==> src/sv/bq_pkg.sv <==
// ----------------------------------------------------------------------------
// Biquad filter package
// Widths, register indexes, multiply-accumulate control and delay saturation
// shared by the biquad filter and its multiply-accumulate unit.
// ----------------------------------------------------------------------------
`default_nettype none

package bq_pkg;

   // Sample and coefficient formats.
   localparam int SAMPLE_WIDTH   = 24;
   localparam int COEF_FRAC_BITS = 20;
   localparam int COEF_W         = 24;
   localparam int DELAY_W        = 48;

   // Product of one coefficient and one sample, and the accumulator that sums
   // up to three terms of product or delay width without overflow.
   localparam int PROD_W = COEF_W + SAMPLE_WIDTH;
   localparam int ACC_W  = ((PROD_W > DELAY_W) ? PROD_W : DELAY_W) + 2;

   // Configuration register indexes.
   localparam int CSR_INDEX_W = 3;
   localparam logic [CSR_INDEX_W-1:0] CSR_B0 = CSR_INDEX_W'(0);
   localparam logic [CSR_INDEX_W-1:0] CSR_B1 = CSR_INDEX_W'(1);
   localparam logic [CSR_INDEX_W-1:0] CSR_B2 = CSR_INDEX_W'(2);
   localparam logic [CSR_INDEX_W-1:0] CSR_A1 = CSR_INDEX_W'(3);
   localparam logic [CSR_INDEX_W-1:0] CSR_A2 = CSR_INDEX_W'(4);

   // Reset value of b0 is 1.0 in the coefficient format.
   localparam logic signed [COEF_W-1:0] COEF_ONE = COEF_W'(64'sd1 <<< COEF_FRAC_BITS);

   // Limits of the signed delay range, at accumulator width.
   localparam logic signed [ACC_W-1:0] DELAY_MAX = ACC_W'((64'sd1 <<< (DELAY_W - 1)) - 1);
   localparam logic signed [ACC_W-1:0] DELAY_MIN = -DELAY_MAX - ACC_W'(1);

   // Control of the shared multiply-accumulate unit for one cycle.
   typedef struct packed {
      logic prod_en;   // register a new product
      logic acc_en;    // register the sum into the accumulator
      logic sub;       // sum is base minus product
   } mac_ctrl_type;

   // Saturate an accumulator value to the signed delay range.
   function automatic logic signed [DELAY_W-1:0] sat_delay(input logic signed [ACC_W-1:0] v);
      logic signed [DELAY_W-1:0] r;
      if (v > DELAY_MAX) begin
         r = DELAY_MAX[DELAY_W-1:0];
      end else if (v < DELAY_MIN) begin
         r = DELAY_MIN[DELAY_W-1:0];
      end else begin
         r = v[DELAY_W-1:0];
      end
      return r;
   endfunction

endpackage

`default_nettype wire

==> src/sv/biquad_filter_tdf2.sv <==
// ----------------------------------------------------------------------------
// Biquad filter, transposed direct form II
// Second-order IIR section with five programmable coefficients, rounded and
// saturated output, and saturated delay state.
// ----------------------------------------------------------------------------
// Usage:
//   Input items arrive on req_valid / req_stall with one signed sample each.
//   Each input item gives one result item on rsp_valid / rsp_stall carrying
//   the filtered sample and a flag that is set when it was saturated.
//   Coefficients b0, b1, b2, a1, a2 are written through csr_we, csr_index and
//   csr_wdata while the filter is idle; writes to other indexes are dropped.
//   The block works on one item at a time with a single registered multiplier
//   and one adder, issuing the five products in sequence. A new item is taken
//   only in the idle state, once the result of the last one has been stored.
//   The result sits in an output register, so the next item is accepted while
//   a result still waits. If the receiver stalls past the end of the next
//   item, that item holds in its last step until the output register frees.
//   Synchronous reset clears both delay values, sets b0 to 1.0 and the other
//   coefficients to zero, and drops any pending item or result.
// ----------------------------------------------------------------------------
`default_nettype none

module biquad_filter_tdf2 (
   input  wire                                         clock,
   input  wire                                         reset,
   input  wire                                         req_valid,
   output logic                                        req_stall,
   input  wire logic signed [bq_pkg::SAMPLE_WIDTH-1:0] req_sample_in,
   output logic                                        rsp_valid,
   input  wire                                         rsp_stall,
   output logic signed [bq_pkg::SAMPLE_WIDTH-1:0]      rsp_sample_out,
   output logic                                        rsp_clipped,
   input  wire                                         csr_we,
   input  wire logic [bq_pkg::CSR_INDEX_W-1:0]         csr_index,
   input  wire logic [bq_pkg::COEF_W-1:0]              csr_wdata
);

   localparam int SW    = bq_pkg::SAMPLE_WIDTH;
   localparam int AW    = bq_pkg::ACC_W;
   localparam int DW    = bq_pkg::DELAY_W;
   localparam int FRAC  = bq_pkg::COEF_FRAC_BITS;
   localparam int RND_W = AW + 1;

   localparam logic signed [RND_W-1:0] RND_HALF = RND_W'(64'sd1 <<< (FRAC - 1));
   localparam logic signed [RND_W-1:0] Y_MAX    = RND_W'((64'sd1 <<< (SW - 1)) - 1);
   localparam logic signed [RND_W-1:0] Y_MIN    = -Y_MAX - RND_W'(1);

   typedef enum logic [2:0] {
      ST_IDLE,     // ready for an item
      ST_MUL_B0,   // product b0*x
      ST_ACC_D1,   // acc = d1 + b0*x, product b1*x
      ST_ROUND,    // y from acc, acc = d2 + b1*x
      ST_MUL_A1,   // product a1*y
      ST_SUB_A1,   // d1 = sat(acc - a1*y), product a2*y
      ST_NEG_A2,   // acc = -a2*y, product b2*x
      ST_STORE     // d2 = sat(acc + b2*x), result to output register
   } state_type;

   state_type state_ff;
   state_type state_in;

   logic signed [bq_pkg::COEF_W-1:0] coef_b0_ff;
   logic signed [bq_pkg::COEF_W-1:0] coef_b1_ff;
   logic signed [bq_pkg::COEF_W-1:0] coef_b2_ff;
   logic signed [bq_pkg::COEF_W-1:0] coef_a1_ff;
   logic signed [bq_pkg::COEF_W-1:0] coef_a2_ff;

   logic signed [DW-1:0] delay_one_ff;
   logic signed [DW-1:0] delay_two_ff;
   logic signed [SW-1:0] x_ff;
   logic signed [SW-1:0] y_ff;
   logic                 clip_ff;

   logic                 rsp_valid_ff;
   logic signed [SW-1:0] rsp_sample_out_ff;
   logic                 rsp_clipped_ff;

   bq_pkg::mac_ctrl_type             mac_ctrl;
   logic signed [bq_pkg::COEF_W-1:0] mac_coef;
   logic signed [SW-1:0]             mac_sample;
   logic signed [AW-1:0]             mac_base;
   logic signed [AW-1:0]             mac_sum;
   logic signed [AW-1:0]             mac_acc;

   logic                 accept;
   logic                 out_free;
   logic signed [RND_W-1:0] rnd_sum;
   logic signed [RND_W-1:0] rnd_shift;
   logic signed [SW-1:0]    y_in;
   logic                    clip_in;

   assign accept   = req_valid && !req_stall;
   assign out_free = !rsp_valid_ff || !rsp_stall;

   // Round half up and saturate the accumulator to the sample range.
   assign rnd_sum   = {mac_acc[AW-1], mac_acc} + RND_HALF;
   assign rnd_shift = rnd_sum >>> FRAC;
   always_comb begin
      if (rnd_shift > Y_MAX) begin
         y_in    = Y_MAX[SW-1:0];
         clip_in = 1'b1;
      end else if (rnd_shift < Y_MIN) begin
         y_in    = Y_MIN[SW-1:0];
         clip_in = 1'b1;
      end else begin
         y_in    = rnd_shift[SW-1:0];
         clip_in = 1'b0;
      end
   end

   // Operand selection and next state for the sequencer.
   always_comb begin
      mac_ctrl   = '0;
      mac_coef   = coef_b0_ff;
      mac_sample = x_ff;
      mac_base   = '0;
      state_in   = state_ff;
      unique case (state_ff)
         ST_IDLE: begin
            if (accept) begin
               state_in = ST_MUL_B0;
            end
         end
         ST_MUL_B0: begin
            mac_ctrl.prod_en = 1'b1;
            state_in         = ST_ACC_D1;
         end
         ST_ACC_D1: begin
            mac_ctrl.prod_en = 1'b1;
            mac_ctrl.acc_en  = 1'b1;
            mac_coef         = coef_b1_ff;
            mac_base         = {{(AW - DW){delay_one_ff[DW-1]}}, delay_one_ff};
            state_in         = ST_ROUND;
         end
         ST_ROUND: begin
            mac_ctrl.acc_en = 1'b1;
            mac_base        = {{(AW - DW){delay_two_ff[DW-1]}}, delay_two_ff};
            state_in        = ST_MUL_A1;
         end
         ST_MUL_A1: begin
            mac_ctrl.prod_en = 1'b1;
            mac_coef         = coef_a1_ff;
            mac_sample       = y_ff;
            state_in         = ST_SUB_A1;
         end
         ST_SUB_A1: begin
            mac_ctrl.prod_en = 1'b1;
            mac_ctrl.acc_en  = 1'b1;
            mac_ctrl.sub     = 1'b1;
            mac_coef         = coef_a2_ff;
            mac_sample       = y_ff;
            mac_base         = mac_acc;
            state_in         = ST_NEG_A2;
         end
         ST_NEG_A2: begin
            mac_ctrl.prod_en = 1'b1;
            mac_ctrl.acc_en  = 1'b1;
            mac_ctrl.sub     = 1'b1;
            mac_coef         = coef_b2_ff;
            state_in         = ST_STORE;
         end
         ST_STORE: begin
            mac_base = mac_acc;
            if (out_free) begin
               state_in = ST_IDLE;
            end
         end
         default: begin
            state_in = ST_IDLE;
         end
      endcase
   end

   bq_mac u_mac (
      .clock     (clock),
      .ctrl      (mac_ctrl),
      .op_coef   (mac_coef),
      .op_sample (mac_sample),
      .base      (mac_base),
      .sum       (mac_sum),
      .acc       (mac_acc)
   );

   // Coefficient registers.
   always_ff @(posedge clock) begin
      if (reset) begin
         coef_b0_ff <= bq_pkg::COEF_ONE;
         coef_b1_ff <= '0;
         coef_b2_ff <= '0;
         coef_a1_ff <= '0;
         coef_a2_ff <= '0;
      end else if (csr_we) begin
         unique case (csr_index)
            bq_pkg::CSR_B0: coef_b0_ff <= csr_wdata;
            bq_pkg::CSR_B1: coef_b1_ff <= csr_wdata;
            bq_pkg::CSR_B2: coef_b2_ff <= csr_wdata;
            bq_pkg::CSR_A1: coef_a1_ff <= csr_wdata;
            bq_pkg::CSR_A2: coef_a2_ff <= csr_wdata;
            default: begin
            end
         endcase
      end
   end

   // Sequencer state, delay state and output register.
   always_ff @(posedge clock) begin
      if (reset) begin
         state_ff     <= ST_IDLE;
         rsp_valid_ff <= 1'b0;
         delay_one_ff <= '0;
         delay_two_ff <= '0;
      end else begin
         state_ff <= state_in;
         if (accept) begin
            x_ff <= req_sample_in;
         end
         if (state_ff == ST_ROUND) begin
            y_ff    <= y_in;
            clip_ff <= clip_in;
         end
         if (state_ff == ST_SUB_A1) begin
            delay_one_ff <= bq_pkg::sat_delay(mac_sum);
         end
         // A new result replaces one that leaves; otherwise a taken one clears.
         if (state_ff == ST_STORE && out_free) begin
            delay_two_ff      <= bq_pkg::sat_delay(mac_sum);
            rsp_valid_ff      <= 1'b1;
            rsp_sample_out_ff <= y_ff;
            rsp_clipped_ff    <= clip_ff;
         end else if (!rsp_stall) begin
            rsp_valid_ff <= 1'b0;
         end
      end
   end

   assign req_stall      = (state_ff != ST_IDLE);
   assign rsp_valid      = rsp_valid_ff;
   assign rsp_sample_out = rsp_sample_out_ff;
   assign rsp_clipped    = rsp_clipped_ff;

`ifndef SYNTHESIS
   // An accepted item keeps the input side closed on the next cycle.
   assert property (@(posedge clock) disable iff (reset)
      accept |=> req_stall)
      else $error("input accepted while an item is in progress");

   // A flagged result sits at one of the sample range limits.
   assert property (@(posedge clock) disable iff (reset)
      (rsp_valid && rsp_clipped) |->
         (rsp_sample_out == Y_MAX[SW-1:0] || rsp_sample_out == Y_MIN[SW-1:0]))
      else $error("clipped result not at a range limit");

   // A new result appears only out of the final sequencer step.
   assert property (@(posedge clock) disable iff (reset)
      $rose(rsp_valid) |-> $past(state_ff == ST_STORE))
      else $error("result raised outside the store step");
`endif

endmodule

`default_nettype wire

==> src/sv/bq_mac.sv <==
// ----------------------------------------------------------------------------
// Biquad multiply-accumulate unit
// One registered signed multiplier followed by one add/subtract stage that
// combines the registered product with a base operand chosen by the sequencer.
// ----------------------------------------------------------------------------
`default_nettype none

module bq_mac (
   input  wire                                        clock,
   input  wire bq_pkg::mac_ctrl_type                  ctrl,
   input  wire logic signed [bq_pkg::COEF_W-1:0]       op_coef,
   input  wire logic signed [bq_pkg::SAMPLE_WIDTH-1:0] op_sample,
   input  wire logic signed [bq_pkg::ACC_W-1:0]        base,
   output logic signed [bq_pkg::ACC_W-1:0]             sum,
   output logic signed [bq_pkg::ACC_W-1:0]             acc
);

   logic signed [bq_pkg::PROD_W-1:0] prod_in;
   logic signed [bq_pkg::PROD_W-1:0] prod_ff;
   logic signed [bq_pkg::ACC_W-1:0]  prod_ext;
   logic signed [bq_pkg::ACC_W-1:0]  acc_ff;

   // Full-precision product of coefficient and sample.
   assign prod_in = op_coef * op_sample;

   // Sign-extend the product and add it to or take it from the base.
   assign prod_ext = {{(bq_pkg::ACC_W - bq_pkg::PROD_W){prod_ff[bq_pkg::PROD_W-1]}}, prod_ff};
   assign sum      = ctrl.sub ? (base - prod_ext) : (base + prod_ext);
   assign acc      = acc_ff;

   always_ff @(posedge clock) begin
      if (ctrl.prod_en) begin
         prod_ff <= prod_in;
      end
      if (ctrl.acc_en) begin
         acc_ff <= sum;
      end
   end

endmodule

`default_nettype wire
==> config.mk <==
export PLATFORM = sky130hd
export DESIGN_NAME = biquad_filter_tdf2
export DESIGN_NICKNAME = d
export VERILOG_FILES = /design/src/sv/bq_pkg.sv /design/src/sv/biquad_filter_tdf2.sv /design/src/sv/bq_mac.sv
export SDC_FILE = /design/constraint.sdc
export NUM_CORES = 2
export LEC_CHECK = 0
export ABC_AREA = 0
export BUFFER_PORTS_ARGS = -buffer_cell sky130_fd_sc_hd__buf_2
export CAP_MARGIN = 20
export CORE_ASPECT_RATIO = 1.2
export CORE_UTILIZATION = 35
export DETAILED_ROUTE_END_ITERATION = 6
export GPL_TIMING_DRIVEN = 0
export SYNTH_ARGS = -nofsm -noshare
export SYNTH_HDL_FRONTEND = slang
export SYNTH_SLANG_ARGS = --single-unit
==> constraint.sdc <==
create_clock -name clock -period 19.6 [get_ports clock]
set_clock_uncertainty 0.15 [all_clocks]
set_input_delay 1.96 -clock clock [delete_from_list [all_inputs] [get_ports clock]]
set_output_delay 1.96 -clock clock [all_outputs]
set_load 0.03 [all_outputs]
After elaboration in Yosys (flattened, before gate mapping)
Index checks and enable logic that the tools add are counted.
{ "classes": {"addsub": 3, "n_mul": 1, "n_div": 0, "magnitude_cmp": 4, "n_eq_ne": 14, "shifts": 0, "n_mux": 16, "bitwise": 1, "n_reduce_logical": 23} }
{ "op_table": {"columns": ["operator", "n"], "rows": [
  ["50-bit one-hot mux with 3 select lines", 1],
  ["48-bit 2-to-1 mux", 2],
  ["24-bit one-hot mux with 4 select lines", 1],
  ["50-bit by 21-bit adder with 51-bit output (second input constant)", 1],
  ["50-bit by 48-bit adder with 50-bit output", 1],
  ["50-bit by 48-bit > comparator with 1-bit output (second input constant)", 1],
  ["50-bit by 48-bit less-than comparator with 1-bit output (second input constant)", 1],
  ["50-bit 2-to-1 mux", 1],
  ["50-bit by 48-bit subtractor with 50-bit output", 1],
  ["24-bit by 24-bit multiplier with 48-bit output", 1],
  ["24-bit 2-to-1 mux", 2],
  ["31-bit by 24-bit > comparator with 1-bit output (second input constant)", 1],
  ["31-bit by 24-bit less-than comparator with 1-bit output (second input constant)", 1],
  ["3-bit one-hot mux with 8 select lines", 1],
  ["2-bit AND reduction", 9],
  ["3-bit equality test (second input constant)", 5],
  ["3-bit by 2-bit equality test with 1-bit output (second input constant)", 4],
  ["3-bit by 1-bit equality test with 1-bit output (second input constant)", 2],
  ["3-bit logical NOT", 2],
  ["1-bit 2-to-1 mux", 6],
  ["3-bit 2-to-1 mux", 2],
  ["2-bit OR reduction", 3],
  ["5-bit OR reduction", 1],
  ["2-bit != test (second input constant)", 2],
  ["other kinds (7)", 10]
]} }
{ "word_totals": {"register_bits": 392, "latch_bits": 0, "ram_bits": 0, "mem_bits_ro": 0, "inputBits": 56, "out_inout_bits": 27, "wordCells": 78, "mem_count": 0} }

Depth between registers and ports, before layout
{ "logic_depth": {"word_depth": 8, "ltp_mapped": 36, "mapped_depth_nobuf": 32} }

Modules after synthesis
A second synthesis with hierarchy kept.
{ "hier_totals": {"cells_unflattened": 4486, "area_unflattened_um2": 41096.9} }
{ "modules_own_cells": {"columns": ["module", "instances", "cells_each", "area_each_um2", "seq_area_each_um2"], "rows": [
  ["bq_mac", 1, 2964, 27812.9, 2942.8],
  ["biquad_filter_tdf2", 1, 1522, 13284.0, 6626.4]
]} }

Worst setup path after synthesis
OpenSTA, ideal clock, no wires.
{ "synth_timing": {"kind": "reg2reg", "start": "reg state_ff[1]", "end": "reg u_mac.prod_ff[45] in the netlist's numbering, data pin", "setup_time_ps": 276, "t_arrival_ps": 8382, "slack_ps": 10792, "stages_incl_launch_ff": 33, "synth_period_minus_slack_ps": 8808, "path_cell_list": "dfxtp_1 -> clkbuf_1 -> nand2b_1 -> clkbuf_1 -> clkbuf_1 -> mux2i_1 -> clkbuf_1 -> nor2_1 -> fa_1 -> inv_1 -> fa_1 -> fa_1 -> inv_1 -> fa_1 -> inv_1 -> fa_1 -> inv_1 -> fa_1 -> inv_1 -> fa_1 -> inv_1 -> ha_1 -> clkbuf_1 -> a2111oi_0 -> o21ai_0 -> a221oi_1 -> nor2_1 -> a211oi_1 -> nor4bb_1 -> or2_2 -> a21oi_1 -> o311ai_0 -> xor2_1"} }
{ "synth_between": {"elab_chain_len": 4} }
{ "synth_rtl": {"columns": ["item", "line", "source"], "rows": [
  ["start: declaration", "biquad_filter_tdf2.sv:59", "state_type state_ff;"],
  ["start signal: assignment", "biquad_filter_tdf2.sv:213", "state_ff <= state_in;"],
  ["3-bit equality test", "biquad_filter_tdf2.sv:118", "unique case (state_ff)"],
  ["2-bit OR reduction (no line)", null, null],
  ["24-bit 2-to-1 mux", "biquad_filter_tdf2.sv:118", null],
  ["24-bit by 24-bit multiplier with 48-bit output *", "bq_mac.sv:24", "assign prod_in = op_coef * op_sample;"],
  ["via u_mac.prod_in (one bit)", "bq_mac.sv:18", "logic signed [bq_pkg::PROD_W-1:0] prod_in;"],
  ["end signal: assignment", "bq_mac.sv:33", "prod_ff <= prod_in;"],
  ["end: declaration", "bq_mac.sv:19", "logic signed [bq_pkg::PROD_W-1:0] prod_ff;"]
]} }
The timed path passes the listed nets; every way through them passes the cells marked *.
A chain may end at the register's enable or synchronous reset.

Worst setup path after layout
Ends and elaborated chain as after synthesis.

==> metrics <==
number of max-cap violations 0; die area roughly 0.12 mm²; Setup TNS 0 ns; final clock period utilization by the worst path 59.88%; largest net degree at the start of global routing 41; routability cong. 1.010; reg2reg path depth 32; Routed WL per cell between 20 and 25 µm; Worst setup SP type register; post-synthesis cell count approximately 4600; Worst Tran Pin Value 1.317 ns; slowest stage cell, crit path mux2i_1; initial core utilization a little over a third; post-cts sizing count 0; 1st-iter DRT viols 2778; total global-route track usage 25.01%; Die Y 376.4 µm; EDFF count, synth approximately 170; register area share after synthesis 23.41%; CTS root buf clkbuf_16; area of the multi-input gates between 0.02 and 0.03 mm²; share of cells above drive strength 1 5.464%; Area Overhead vs Synth 10.33%; final max-slew violation count 0; Crit. End Element register; CTS Buf Count 46; I/O pin count 83; critical path arrival around 12 ns; Die X about 310 µm; Vias/cell 5.321; # fillers ~12000; Clock Tree Buf Depth 3; Post-Syn Area about 0.041 mm²; total number of vias 33647; CTS H-tree depth 2; Synth Area per Inst 8.889 µm²; GRT overflow 0; hold endpoint rsp_clipped$_DFFE_PP_; ANT cells 0; drt pass-1 iters 5; Hold Crit Class reg2reg; CP max FO 10; Final Hold Fails 0; R2R Setup Slk a little under 8 ns; final wirelength 146.1 mm; core area between 0.1 and 0.15 mm²; synth warn 0; cts hold-fix bufs 0; Slew HR 9.937%; first-pass GRT wire length between 200 and 250 mm; Clk pin slew, worst setup/hold paths around 0.060 ns; IO Port Bufs just over 80; Synth Register Bits 392; Synth Net Count 5448; outcome finished, final reports clean; Site Rows 137; Distinct cells, synth 74; antenna violations before repair 7; Top FF cell, synth dfxtp_1; worst path required time 19.78 ns; FF-to-FF Start state_ff[1]$_SDFFE_PP0P_; post-layout minimum cycle time 11.74 ns; Critical Path Max Stage Delay 0.96 ns; Post-DP HPWL 121.9 mm; Register Area 0.009569 mm²; FF-to-FF End u_mac.prod_ff[45]$_DFFE_PP_; final setup fails 0; min-delay src clip_ff$_SDFFCE_PN1P_; FMAX 85.21 MHz; DRC violations left 0; Final nets roughly 5600; worst skew pair latency 0.62 ns; CTS tree built; Final ANT Viol Nets 0; CP most frequent cell fa_1; vias in the first global route ~34000; RSZ-0062 raised after global routing no; worst hold stages 0; Setup Buffers After CTS 0; WS Path Type reg2reg; asr flop ratio synth 0%; CTS sink count 392
placed cells by master, fill, tap and decap left out, drive strengths merged, types with 29 or more instances in the layout:
cell type / synthesis / routed
ha: 185 / 185
a21o: 54 / 54
edfxtp: 172 / 172
dfxtp: 220 / 220
mux2i: 68 / 68
a21oi: 264 / 264
nand4: 39 / 39
o21ai: 191 / 191
clkbuf: 213 / 268
o211ai: 32 / 32
a211oi: 75 / 75
nor2: 451 / 451
xor2: 69 / 69
nand2: 742 / 742
xnor2: 93 / 93
nand3: 45 / 45
o21a: 29 / 29
fa: 608 / 608
inv: 669 / 672
buf: 21 / 132
nor3: 30 / 30
registers in the layout, summed over array words and instances, names as in the netlist:
register / count
u_mac.acc: 50
delay_one_ff: 48
delay_two_ff: 48
u_mac.prod_ff: 48
coef_a1_ff: 24
coef_a2_ff: 24
coef_b0_ff: 24
coef_b1_ff: 24
coef_b2_ff: 24
rsp_sample_out: 24
x_ff: 24
y_ff: 24
state_ff: 3
clip_ff: 1
rsp_clipped: 1
rsp_valid: 1
metal layers:
metal	up-vias	routed length, µm	track usage [%]
met5	-	0	0
li1	15101	-	-
met1	16820	56820	30.05
met3	382	9921	3.946
met2	1344	68420	41.35
met4	0	10950	16.51
logic make-up (layout without fill, tap and decap cells):
kind of cell / count (synthesis) / count (layout) / share of synthesized area (%)
simple gates: 1484 / 1484 / 15.35
buf+inv: 904 / 1100 / 8.374
fa+ha+maj: 793 / 793 / 35.43
compound gates: 777 / 777 / 11.77
flops: 392 / 392 / 23.41
xor+xnor: 162 / 162 / 3.471
mux: 87 / 87 / 2.188
cell type report:
class | instances | share of cell area (%)
clock inverters | 30 | 0.7323
inverters | 670 | 5.576
clock buffers | 55 | 2.674
flip-flops and latches | 392 | 21.22
repair buffers | 111 | 1.642
multi-input cells | 3303 | 61.90
well taps | 1529 | 4.241
plain buffers | 234 | 2.014
worst max-delay path: cells and delay by family, from the launching register on:
family                     cells  cell delay [ns]
AOI/OAI and AO/OA              6             1.84
xor gates and xnor gates       1             0.19
adders and majority gates      8             3.72
buffers and inverters         11             3.10
DFF                            1             0.47
muxes                          1             0.96
and+or+nand+nor                5             1.00
cell usage after synthesis (10+ instances only):
cell	count	share of area [%]
a211oi_1	65	1.2
a211oi_2	10	0.31
a21o_1	54	0.99
a21oi_1	264	3.2
a221oi_1	12	0.26
a22oi_1	16	0.29
a31oi_1	14	0.21
and2_1	21	0.32
and3_1	15	0.23
buf_2	11	0.13
clkbuf_1	212	1.9
dfxtp_1	220	11
edfxtp_1	172	13
fa_1	608	30
ha_1	185	5.7
inv_1	669	6.1
mux2_2	19	0.52
mux2i_1	68	1.7
nand2_1	742	6.8
nand2b_1	28	0.43
nand3_1	45	0.55
nand3b_1	16	0.29
nand4_1	39	0.60
nor2_1	449	4.1
nor2b_1	21	0.32
nor3_1	30	0.37
o211ai_1	32	0.59
o21a_1	29	0.53
o21ai_0	184	2.3
o21bai_1	18	0.33
o22ai_1	11	0.17
o31ai_1	16	0.29
or2_2	21	0.32
or3_1	24	0.37
xnor2_1	93	2.0
xor2_1	69	1.5
metrics by stage:
| stage | cells | area (µm²) | hold WS (ns) | utilization (%) | setup slack [ns] |
|---|---|---|---|---|---|
| floorplan | 4599 | 40880 | 0.2503 | - | 10.79 |
| global placement | 6209 | 43200 | 0.2539 | 37.23 | 7.432 |
| detailed placement | 6234 | 43530 | 0.2562 | 37.51 | 8.047 |
| CTS | 6319 | 45070 | 0.2728 | 38.84 | 7.997 |
| global route | 6324 | 45100 | 0.2784 | 38.87 | 7.392 |
| finish | 6324 | 45100 | 0.2705 | 38.87 | 7.864 |
worst max path at each step:
stage	start	endpoint	slack, ns	cells after the start
6_report	state_ff[1]$_SDFFE_PP0P_	u_mac.prod_ff[45]$_DFFE_PP_	7.86	32
3_5_place_dp	state_ff[1]$_SDFFE_PP0P_	u_mac.prod_ff[45]$_DFFE_PP_	8.05	32
2_1_floorplan	state_ff[1]$_SDFFE_PP0P_	u_mac.prod_ff[45]$_DFFE_PP_	10.79	32
5_1_grt	state_ff[1]$_SDFFE_PP0P_	u_mac.prod_ff[45]$_DFFE_PP_	7.39	32
4_1_cts	state_ff[1]$_SDFFE_PP0P_	u_mac.prod_ff[47]$_DFFE_PP_	8.00	29
3_3_place_gp	state_ff[1]$_SDFFE_PP0P_	u_mac.prod_ff[47]$_DFFE_PP_	7.43	27
Power is not shown: default switching activity piles up to over one toggle a cycle in this logic, so the estimate is an artifact.
